$ cat src/rtl/rmf_pkg.sv
// rmf_pkg: shared types, mode and drive codes, register map and reset
// values for the robot mode controller. No dependencies.
`default_nettype none

package rmf_pkg;

    typedef logic [3:0]  t_mode;
    typedef logic [1:0]  t_drive;
    typedef logic [1:0]  t_button;
    typedef logic [15:0] t_level;
    typedef logic [7:0]  t_reg_index;

    // mode codes
    localparam t_mode MODE_INACTIVE = 4'd0;
    localparam t_mode MODE_NORMAL   = 4'd1;
    localparam t_mode MODE_SLOW     = 4'd2;
    localparam t_mode MODE_DARK     = 4'd3;
    localparam t_mode MODE_BUMPED   = 4'd4;
    localparam t_mode MODE_RISING   = 4'd5;
    localparam t_mode MODE_RISESTOP = 4'd6;
    localparam t_mode MODE_HELD     = 4'd7;
    localparam t_mode MODE_LOWERING = 4'd8;
    localparam t_mode MODE_LOWERED  = 4'd9;

    // drive commands
    localparam t_drive DRV_STOP = 2'd0;
    localparam t_drive DRV_FULL = 2'd1;
    localparam t_drive DRV_SLOW = 2'd2;

    // button codes
    localparam t_button BTN_START = 2'd1;
    localparam t_button BTN_STOP  = 2'd2;

    // register indexes
    localparam t_reg_index REG_LIGHT_OUT   = 8'd0;
    localparam t_reg_index REG_LIGHT_DIM   = 8'd1;
    localparam t_reg_index REG_LIFT_START  = 8'd2;
    localparam t_reg_index REG_LIFT_PEAK   = 8'd3;
    localparam t_reg_index REG_LIFT_SETTLE = 8'd4;
    localparam t_reg_index REG_DROP_START  = 8'd5;
    localparam t_reg_index REG_DROP_PEAK   = 8'd6;
    localparam t_reg_index REG_DROP_SETTLE = 8'd7;

    typedef struct packed {
        t_level light_out;
        t_level light_dim;
        t_level lift_start;
        t_level lift_peak;
        t_level lift_settle;
        t_level drop_start;
        t_level drop_peak;
        t_level drop_settle;
    } t_cfg;

    localparam t_cfg CFG_RESET = '{
        light_out:   16'd20,
        light_dim:   16'd100,
        lift_start:  16'd17000,
        lift_peak:   16'd15300,
        lift_settle: 16'd16300,
        drop_start:  16'd15300,
        drop_peak:   16'd17000,
        drop_settle: 16'd16500
    };

    typedef struct packed {
        t_button button_code;
        logic    bump_hit;
        t_level  light_level;
        t_level  accel_vertical;
    } t_sample;

endpackage

`default_nettype wire

$ cat src/rtl/rmf_ifs.sv
// rmf_ifs: valid/ready channel interfaces for samples, results and
// register writes. Depends on rmf_pkg.
`default_nettype none

interface rmf_sample_if;
    logic               valid;
    logic               ready;
    rmf_pkg::t_button   button_code;
    logic               bump_hit;
    rmf_pkg::t_level    light_level;
    rmf_pkg::t_level    accel_vertical;

    modport source (output valid, button_code, bump_hit, light_level, accel_vertical,
                    input ready);
    modport sink   (input valid, button_code, bump_hit, light_level, accel_vertical,
                    output ready);
endinterface

interface rmf_result_if;
    logic               valid;
    logic               ready;
    rmf_pkg::t_mode     mode;
    rmf_pkg::t_drive    drive_command;

    modport source (output valid, mode, drive_command, input ready);
    modport sink   (input valid, mode, drive_command, output ready);
endinterface

interface rmf_cfg_if;
    logic                  valid;
    logic                  ready;
    rmf_pkg::t_reg_index   index;
    rmf_pkg::t_level       data;

    modport source (output valid, index, data, input ready);
    modport sink   (input valid, index, data, output ready);
endinterface

`default_nettype wire

$ cat src/rtl/rmf_next.sv
// rmf_next: next-mode and drive decision for one sample.
// Depends on rmf_pkg.
`default_nettype none

module rmf_next (
    input  wire rmf_pkg::t_mode   i_cur_mode,
    input  wire rmf_pkg::t_sample i_sample,
    input  wire rmf_pkg::t_cfg    i_cfg,
    output rmf_pkg::t_mode        o_mode,
    output rmf_pkg::t_drive       o_drive
);

    rmf_pkg::t_mode cur;
    rmf_pkg::t_mode band;
    rmf_pkg::t_mode nxt;
    rmf_pkg::t_level acc;
    logic bump;

    assign acc  = i_sample.accel_vertical;
    assign bump = i_sample.bump_hit;

    // light band: dark / slow / normal, strict compares
    always_comb begin
        if (i_sample.light_level < i_cfg.light_out) begin
            band = rmf_pkg::MODE_DARK;
        end else if (i_sample.light_level < i_cfg.light_dim) begin
            band = rmf_pkg::MODE_SLOW;
        end else begin
            band = rmf_pkg::MODE_NORMAL;
        end
    end

    // unused codes fold to inactive
    assign cur = (i_cur_mode > rmf_pkg::MODE_LOWERED) ? rmf_pkg::MODE_INACTIVE : i_cur_mode;

    always_comb begin
        nxt = cur;
        if (cur == rmf_pkg::MODE_INACTIVE) begin
            nxt = rmf_pkg::MODE_INACTIVE;
            if (i_sample.button_code == rmf_pkg::BTN_START) begin
                nxt = bump ? rmf_pkg::MODE_BUMPED : band;
            end
        end else if (i_sample.button_code == rmf_pkg::BTN_STOP) begin
            nxt = rmf_pkg::MODE_INACTIVE;
        end else begin
            case (cur)
                rmf_pkg::MODE_DARK: begin
                    nxt = band;
                end
                rmf_pkg::MODE_NORMAL, rmf_pkg::MODE_SLOW: begin
                    if (bump) begin
                        nxt = rmf_pkg::MODE_BUMPED;
                    end else if (acc > i_cfg.lift_start) begin
                        nxt = rmf_pkg::MODE_RISING;
                    end else begin
                        nxt = band;
                    end
                end
                rmf_pkg::MODE_BUMPED: begin
                    nxt = bump ? rmf_pkg::MODE_BUMPED : band;
                end
                rmf_pkg::MODE_RISING: begin
                    nxt = (acc < i_cfg.lift_peak) ? rmf_pkg::MODE_RISESTOP
                                                  : rmf_pkg::MODE_RISING;
                end
                rmf_pkg::MODE_RISESTOP: begin
                    nxt = (acc > i_cfg.lift_settle) ? rmf_pkg::MODE_HELD
                                                    : rmf_pkg::MODE_RISESTOP;
                end
                rmf_pkg::MODE_HELD: begin
                    nxt = (acc < i_cfg.drop_start) ? rmf_pkg::MODE_LOWERING
                                                   : rmf_pkg::MODE_HELD;
                end
                rmf_pkg::MODE_LOWERING: begin
                    nxt = (acc > i_cfg.drop_peak) ? rmf_pkg::MODE_LOWERED
                                                  : rmf_pkg::MODE_LOWERING;
                end
                rmf_pkg::MODE_LOWERED: begin
                    nxt = (acc < i_cfg.drop_settle) ? band : rmf_pkg::MODE_LOWERED;
                end
                default: begin
                    nxt = rmf_pkg::MODE_INACTIVE;
                end
            endcase
        end
    end

    assign o_mode = nxt;

    always_comb begin
        case (nxt)
            rmf_pkg::MODE_NORMAL: o_drive = rmf_pkg::DRV_FULL;
            rmf_pkg::MODE_SLOW:   o_drive = rmf_pkg::DRV_SLOW;
            default:              o_drive = rmf_pkg::DRV_STOP;
        endcase
    end

endmodule

`default_nettype wire

$ cat src/rtl/robot_mode_fsm_light_tilt.sv
// robot_mode_fsm_light_tilt: top level of the robot mode controller.
// Depends on rmf_pkg, rmf_ifs (channel interfaces) and rmf_next.
`default_nettype none

//  channel    dir  word                                              handshake
//  i_sample   in   button_code, bump_hit, light_level, accel_vertical valid/ready
//  o_result   out  mode, drive_command                               valid/ready
//  i_cfg      in   index (8b), data (16b); index > 7 ignored         valid/ready
//
//  Two register stages: sample register, then result register. A word
//  moves on to o_result once the result register is free; throughput is
//  one word per clock absent stalls, limited by the single mode-update path.
//  The mode register advances when a word moves into the result register,
//  so words are decided strictly in order.
//  Either stage holds under output stall; input ready drops only when both
//  stages are full and the result is not being taken.
//  Synchronous active-low reset: stages empty, mode inactive, thresholds
//  back to their defaults. Config writes are always ready.

module robot_mode_fsm_light_tilt (
    input  wire           i_clk,
    input  wire           i_rst_n,
    rmf_sample_if.sink    i_sample,
    rmf_result_if.source  o_result,
    rmf_cfg_if.sink       i_cfg
);

    // threshold registers
    rmf_pkg::t_cfg    r_cfg;
    rmf_pkg::t_cfg    n_cfg;

    // sample stage
    logic             r_s1_valid;
    rmf_pkg::t_sample r_s1_sample;

    // result stage and mode state
    logic             r_out_valid;
    rmf_pkg::t_mode   r_out_mode;
    rmf_pkg::t_drive  r_out_drive;
    rmf_pkg::t_mode   r_cur_mode;

    rmf_pkg::t_mode   n_mode;
    rmf_pkg::t_drive  n_drive;

    logic             out_free;   // result register can take a new word
    logic             s1_move;    // sample stage hands its word on
    logic             in_take;    // sample accepted this edge

    assign out_free = !r_out_valid || o_result.ready;
    assign s1_move  = r_s1_valid && out_free;
    assign in_take  = i_sample.valid && i_sample.ready;

    assign i_sample.ready = !r_s1_valid || out_free;
    assign i_cfg.ready    = 1'b1;

    // ---- config writes ----
    always_comb begin
        n_cfg = r_cfg;
        if (i_cfg.valid) begin
            case (i_cfg.index)
                rmf_pkg::REG_LIGHT_OUT:   n_cfg.light_out   = i_cfg.data;
                rmf_pkg::REG_LIGHT_DIM:   n_cfg.light_dim   = i_cfg.data;
                rmf_pkg::REG_LIFT_START:  n_cfg.lift_start  = i_cfg.data;
                rmf_pkg::REG_LIFT_PEAK:   n_cfg.lift_peak   = i_cfg.data;
                rmf_pkg::REG_LIFT_SETTLE: n_cfg.lift_settle = i_cfg.data;
                rmf_pkg::REG_DROP_START:  n_cfg.drop_start  = i_cfg.data;
                rmf_pkg::REG_DROP_PEAK:   n_cfg.drop_peak   = i_cfg.data;
                rmf_pkg::REG_DROP_SETTLE: n_cfg.drop_settle = i_cfg.data;
                default:                  n_cfg = r_cfg;
            endcase
        end
    end

    always_ff @(posedge i_clk) begin
        if (!i_rst_n) begin
            r_cfg <= rmf_pkg::CFG_RESET;
        end else begin
            r_cfg <= n_cfg;
        end
    end

    // ---- sample stage ----
    always_ff @(posedge i_clk) begin
        if (!i_rst_n) begin
            r_s1_valid <= 1'b0;
        end else if (i_sample.ready) begin
            r_s1_valid <= i_sample.valid;
        end
    end

    always_ff @(posedge i_clk) begin
        if (in_take) begin
            r_s1_sample.button_code    <= i_sample.button_code;
            r_s1_sample.bump_hit       <= i_sample.bump_hit;
            r_s1_sample.light_level    <= i_sample.light_level;
            r_s1_sample.accel_vertical <= i_sample.accel_vertical;
        end
    end

    // ---- mode decision ----
    rmf_next u_next (
        .i_cur_mode (r_cur_mode),
        .i_sample   (r_s1_sample),
        .i_cfg      (r_cfg),
        .o_mode     (n_mode),
        .o_drive    (n_drive)
    );

    // ---- result stage ----
    always_ff @(posedge i_clk) begin
        if (!i_rst_n) begin
            r_out_valid <= 1'b0;
            r_cur_mode  <= rmf_pkg::MODE_INACTIVE;
        end else begin
            if (out_free) begin
                r_out_valid <= r_s1_valid;
            end
            if (s1_move) begin
                r_cur_mode <= n_mode;
            end
        end
    end

    always_ff @(posedge i_clk) begin
        if (s1_move) begin
            r_out_mode  <= n_mode;
            r_out_drive <= n_drive;
        end
    end

    assign o_result.valid         = r_out_valid;
    assign o_result.mode          = r_out_mode;
    assign o_result.drive_command = r_out_drive;

    // ---- checks ----
    // the word on display is always the mode the controller now holds
    a_out_is_state: assert property (@(posedge i_clk) disable iff (!i_rst_n)
        r_out_valid |-> (r_out_mode == r_cur_mode))
        else $error("result mode differs from held mode");

    // full speed exactly in normal, slow drive exactly in slow
    a_drive_match: assert property (@(posedge i_clk) disable iff (!i_rst_n)
        r_out_valid |-> (((r_out_drive == rmf_pkg::DRV_FULL) ==
                          (r_out_mode == rmf_pkg::MODE_NORMAL)) &&
                         ((r_out_drive == rmf_pkg::DRV_SLOW) ==
                          (r_out_mode == rmf_pkg::MODE_SLOW))))
        else $error("drive command does not match mode");

    // state never leaves the defined code range
    a_mode_range: assert property (@(posedge i_clk) disable iff (!i_rst_n)
        r_cur_mode <= rmf_pkg::MODE_LOWERED)
        else $error("mode register out of range");

    // a stalled sample stage keeps its word
    a_s1_hold: assert property (@(posedge i_clk) disable iff (!i_rst_n)
        (r_s1_valid && !s1_move) |=> (r_s1_valid && $stable(r_s1_sample)))
        else $error("sample stage lost a word under stall");

endmodule

`default_nettype wire

$ cat src/flat_wrapper.sv
// flat-port wrapper written by rule: the top's interface ports become plain ports
module robot_mode_fsm_light_tilt_flat 
  (i_clk, i_rst_n, i_sample_valid, i_sample_button_code, i_sample_bump_hit, i_sample_light_level, i_sample_accel_vertical, i_sample_ready, o_result_valid, o_result_mode, o_result_drive_command, o_result_ready, i_cfg_valid, i_cfg_index, i_cfg_data, i_cfg_ready);
  rmf_sample_if i_sample_i ();
  rmf_result_if o_result_i ();
  rmf_cfg_if i_cfg_i ();
  input  wire i_clk;
  input  wire i_rst_n;
  input wire logic [$bits(i_sample_i.valid)-1:0] i_sample_valid;
  input wire logic [$bits(i_sample_i.button_code)-1:0] i_sample_button_code;
  input wire logic [$bits(i_sample_i.bump_hit)-1:0] i_sample_bump_hit;
  input wire logic [$bits(i_sample_i.light_level)-1:0] i_sample_light_level;
  input wire logic [$bits(i_sample_i.accel_vertical)-1:0] i_sample_accel_vertical;
  output wire logic [$bits(i_sample_i.ready)-1:0] i_sample_ready;
  output wire logic [$bits(o_result_i.valid)-1:0] o_result_valid;
  output wire logic [$bits(o_result_i.mode)-1:0] o_result_mode;
  output wire logic [$bits(o_result_i.drive_command)-1:0] o_result_drive_command;
  input wire logic [$bits(o_result_i.ready)-1:0] o_result_ready;
  input wire logic [$bits(i_cfg_i.valid)-1:0] i_cfg_valid;
  input wire logic [$bits(i_cfg_i.index)-1:0] i_cfg_index;
  input wire logic [$bits(i_cfg_i.data)-1:0] i_cfg_data;
  output wire logic [$bits(i_cfg_i.ready)-1:0] i_cfg_ready;
  assign i_sample_i.valid = i_sample_valid;
  assign i_sample_i.button_code = i_sample_button_code;
  assign i_sample_i.bump_hit = i_sample_bump_hit;
  assign i_sample_i.light_level = i_sample_light_level;
  assign i_sample_i.accel_vertical = i_sample_accel_vertical;
  assign i_sample_ready = i_sample_i.ready;
  assign o_result_valid = o_result_i.valid;
  assign o_result_mode = o_result_i.mode;
  assign o_result_drive_command = o_result_i.drive_command;
  assign o_result_i.ready = o_result_ready;
  assign i_cfg_i.valid = i_cfg_valid;
  assign i_cfg_i.index = i_cfg_index;
  assign i_cfg_i.data = i_cfg_data;
  assign i_cfg_ready = i_cfg_i.ready;
  robot_mode_fsm_light_tilt u_core (.i_clk(i_clk), .i_rst_n(i_rst_n), .i_sample(i_sample_i), .o_result(o_result_i), .i_cfg(i_cfg_i));
endmodule
$ cat config.mk
export PLATFORM = sky130hd
export DESIGN_NAME = robot_mode_fsm_light_tilt_flat
export DESIGN_NICKNAME = d
export VERILOG_FILES = /design/src/rtl/rmf_pkg.sv /design/src/rtl/rmf_ifs.sv /design/src/rtl/rmf_next.sv /design/src/rtl/robot_mode_fsm_light_tilt.sv /design/src/flat_wrapper.sv
export SDC_FILE = /design/constraint.sdc
export NUM_CORES = 1
export LEC_CHECK = 0
export BUFFER_PORTS_ARGS = -buffer_cell sky130_fd_sc_hd__buf_2
export CAP_MARGIN = 20
export CELL_PAD_IN_SITES_DETAIL_PLACEMENT = 1
export CELL_PAD_IN_SITES_GLOBAL_PLACEMENT = 2
export CORE_AREA = 2 2 183 185
export CTS_BUF_LIST = sky130_fd_sc_hd__clkbuf_4 sky130_fd_sc_hd__clkbuf_8
export CTS_CLUSTER_DIAMETER = 150
export DETAILED_ROUTE_END_ITERATION = 16
export DIE_AREA = 0 0 185 187
export PLACE_DENSITY = 0.75
export SLEW_MARGIN = 10
export SYNTH_ARGS = -nofsm -noshare
export SYNTH_HDL_FRONTEND = slang
export SYNTH_SLANG_ARGS = --single-unit
$ cat constraint.sdc
create_clock -name i_clk -period 3.79 [get_ports i_clk]
set_input_delay 0.379 -clock i_clk [delete_from_list [all_inputs] [get_ports i_clk]]
set_output_delay 0.379 -clock i_clk [all_outputs]
set_load 0.02 [all_outputs]
==> qor.csv <==
stage,metric,value,unit
outcome,status,completed,
clock_network,cts_buffers,17,
setup_path,end_kind,flop,
sta,layout_min_cycle_time,3.145,ns
place,numPortBuffers,71,
die,die_area,0.03460,sq mm
logic_synthesis,avgSynthCellArea,8.679,sq um
routing,via_per_inst,4.794,
place,place_congestion,0.8519,
clock_network,cts_tree,done,
clock_network,postCtsHoldBufs,0,
clock_network,clkSlewWorstSetupHoldPaths,0.10,ns
routing,wl,28910,um
min_path,min_from,i_sample_light_level[10],
die,initial_utilization,29.39,%
min_path,hp-class,in2reg,
logic_synthesis,synthTopCellsByArea,"dfxtp_1 (28%), ha_1 (16%), edfxtp_1 (13%), nand2_1 (9.8%), a21boi_0 (6.3%)",
clock_network,clock_latency,0.47,ns
cells_and_area,diodes,0,
global_route,overflow,0,
cells_and_area,final_cell_count_no_fill,1612,
global_route,antenna_found_initial,0,
power_and_ir_drop,p_sw,0.9943,mW
power_and_ir_drop,comb_power_share,9.2,%
logic_synthesis,synth_common_cells,"nand2_1 (251), dfxtp_1 (134), inv_1 (132), ha_1 (123), a21boi_0 (81)",
routing,dr.pass1.iters,4,
clock_network,cts_setup_buffers,0,
setup_path,r2r-start,u_core.r_s1_sample[9],
clock_network,cts_root_buf,clkbuf_8,
power_and_ir_drop,power_frac_clock,37.1,%
sta,max_freq,318.0,MHz
setup_path,worstPathRequired,4.00,ns
sta,slew_violations,0,
global_route,grt_max_degree,69,
place,pre_cts_ws,0.6475,ns
cells_and_area,nets,1338,
cells_and_area,nFillCells,3954,
routing,wl_per_cell,17.93,um
sta,setup_ws,0.6455,ns
sta,period_share,82.97,%
sta,finalSetupViolCount,0,
clock_network,cts_resized,0,
clock_network,htreeDepth,4,
die,coreArea,0.03286,sq mm
sta,tightest_slew,1.013,ns
clock_network,cts.sink_count,175,
setup_path,path_max_fanout,6,
sta,rsz0062_at_grt,false,
logic_synthesis,synthArstFlopShare,0,%
power_and_ir_drop,seqPwrFrac,53.7,%
logic_synthesis,ys_warn_count,0,
die,fp.dieH,187,um
setup_path,path_class,reg2reg,
logic_synthesis,yosys.cell_types.count,56,
logic_synthesis,yosysTopAreaCellShare,27.77,%
global_route,grt_pass1_wl,45860,um
power_and_ir_drop,vdd_ir_drop_max,0.1672,mV
setup_path,ff2ff_path_depth,9,
power_and_ir_drop,leakagePower,4.309,nW
logic_synthesis,synth-seq-cells,175,
global_route,grt_pass1_vias,8039,
logic_synthesis,synth_area_leader_cell,dfxtp_1,
sta,tns,0,ns
sta,hold_violations,0,
setup_path,r2r_slack,0.65,ns
setup_path,cp-start-kind,flop,
logic_synthesis,synth_fp_nets,1300,
sta,fin_skew,0.01059,ns
setup_path,critical_path_arrival,3.35,ns
logic_synthesis,synth.most_common_cell,nand2_1,
logic_synthesis,synthCells,1113,
logic_synthesis,syn_area,0.009659,sq mm
power_and_ir_drop,p_total,3.695,mW
place,dpl.cell_count,1580,
power_and_ir_drop,intPower,2.701,mW
logic_synthesis,synthFlopType,dfxtp_1,
global_route,grtUsageTotal,17.44,%
sta,worst_hold_slack,0.07238,ns
sta,slew_headroom,32.47,%
routing,drc,0,
routing,drtAntennaViolNets,0,
setup_path,reg2reg_to,u_core.o_result.drive_command[0],
place,dpl.hpwl,21670,um
routing,drtIter0Drc,358,
flow_run,cap_violations,0,
routing,vias,7728,
die,io_pins,73,
min_path,hold_depth,1,
cells_and_area,drive_gt1_share,10.31,%
power_and_ir_drop,switching_share,26.91,%
logic_synthesis,yosysSeqAreaShare,40.52,%
power_and_ir_drop,powerDensity,342.5,mW/mm^2
clock_network,clock_path_buffers,2,
min_path,min_to,u_core.r_s1_sample[26],
die,placementRows,67,
die,die_w,185,um
logic_synthesis,synth-edff-count,41,
cells_and_area,area_delta_synth_final,11.70,%
==> critical path: stages (launching register included) <==
cell and delay (ns):
edfxtp_1 0.52, ha_1 0.36, a21o_1 0.19, a211oi_2 0.27, nor3_1 0.08, or4_1 0.51
a22oi_1 0.22, nand4_1 0.16, a221o_1 0.40, nor4b_1 0.16
==> area by class of cell <==
type | count | area, sq um | share of cell area, %
Multi-Input combinational cell | 746 | 4982 | 46.18
Sequential cell | 175 | 3914 | 36.28
Tap cell | 448 | 560.5 | 5.195
Inverter | 132 | 495.5 | 4.592
Timing Repair Buffer | 79 | 430.4 | 3.989
Clock buffer | 19 | 255.2 | 2.366
Clock inverter | 13 | 151.4 | 1.403
==> how the worst max path moves through the flow <==
| stage | slack [ns] | endpoint | from | depth (start not counted) |
|---|---|---|---|---|
| CTS | 0.65 | u_core.o_result.drive_command[0] | u_core.r_s1_sample[9] | 9 |
| finish | 0.65 | u_core.o_result.drive_command[0] | u_core.r_s1_sample[9] | 9 |
| detailed placement | 0.65 | u_core.o_result.drive_command[0] | u_core.r_s1_sample[9] | 9 |
| global route | 0.35 | u_core.o_result.drive_command[0] | u_core.r_s1_sample[11] | 8 |
| floorplan | 1.05 | u_core.o_result.drive_command[0] | u_core.r_s1_sample[9] | 9 |
| global placement | 0.69 | u_core.o_result.drive_command[0] | u_core.r_s1_sample[9] | 9 |
==> sequential cells by signal (all words and copies together), names as in the netlist <==
register,count
u_core.r_cfg,128
u_core.r_s1_sample,35
u_core.o_result.mode,4
u_core.r_cur_mode,4
u_core.o_result.drive_command,2
u_core.o_result.valid,1
u_core.r_s1_valid,1
==> power by group through the flow <==
stage | clock (mW) | combinational [mW] | sequential [mW]
global placement | 0 | 0.334 | 2.03
floorplan | 0 | 0.220 | 2.01
detailed placement | 0 | 0.342 | 2.03
finish | 1.37 | 0.338 | 1.99
CTS | 1.42 | 0.345 | 1.99
global route | 1.49 | 0.386 | 1.99
==> cells by family (layout without fill, tap and decap cells) <==
family / count (synthesis) / in the layout / synth area share (%)
xor+xnor: 1 / 1 / 0.09069
other cells: 1 / 1 / 0.03882
mux: 2 / 2 / 0.2073
simple gates: 365 / 365 / 16.68
compound gates: 254 / 254 / 18.43
buf+inv: 192 / 243 / 8.096
flops: 175 / 175 / 40.52
fa+ha+maj: 123 / 123 / 15.93
==> metrics by stage <==
stage	area [sq um]	utilization, %
6_report	10790	32.83
5_1_grt	10790	32.83
4_1_cts	10790	32.83
3_5_place_dp	10380	31.59
3_3_place_gp	10380	31.59
2_1_floorplan	9659	-
==> layout by cell type, fill, tap and decap left out, types with 3 or more instances in the layout <==
cell type  netlist  routed
and2_1           4       3
o21ai_0         23      23
or4_1            3       3
nor3_1           8       8
nor4_1           4       3
nand2_1        251     251
a2111oi_0        5       5
buf_2            1      70
nand2b_1         8       8
clkbuf_8         0      18
a31oi_1          3       3
buf_4           16       8
inv_1          132     132
ha_1           123     123
nand3_1         11      11
a211oi_1         6       6
nor2_1          23      23
a221o_1          3       3
inv_6            0       5
nand3b_1         5       5
dfxtp_1        134     134
a21oi_1         42      42
and3_1           6       6
nor2b_1          8       8
edfxtp_1        41      41
a21o_1          13      13
nand4_1         20      20
a221oi_1         4       4
o211ai_1        51      51
a21boi_0        81      81
o21a_1           3       3
o21ai_1          3       3
==> routing by layer <==
metal	share of wire (%)	vias to the layer above	global-route usage [%]
met2	47	115	29.17
met5	0	-	0
li1	-	3875	-
met4	1.6	0	4.731
met1	48	3714	23.32
met3	3.7	24	2.648
No activity file was read; power rests on OpenSTA's default activity.
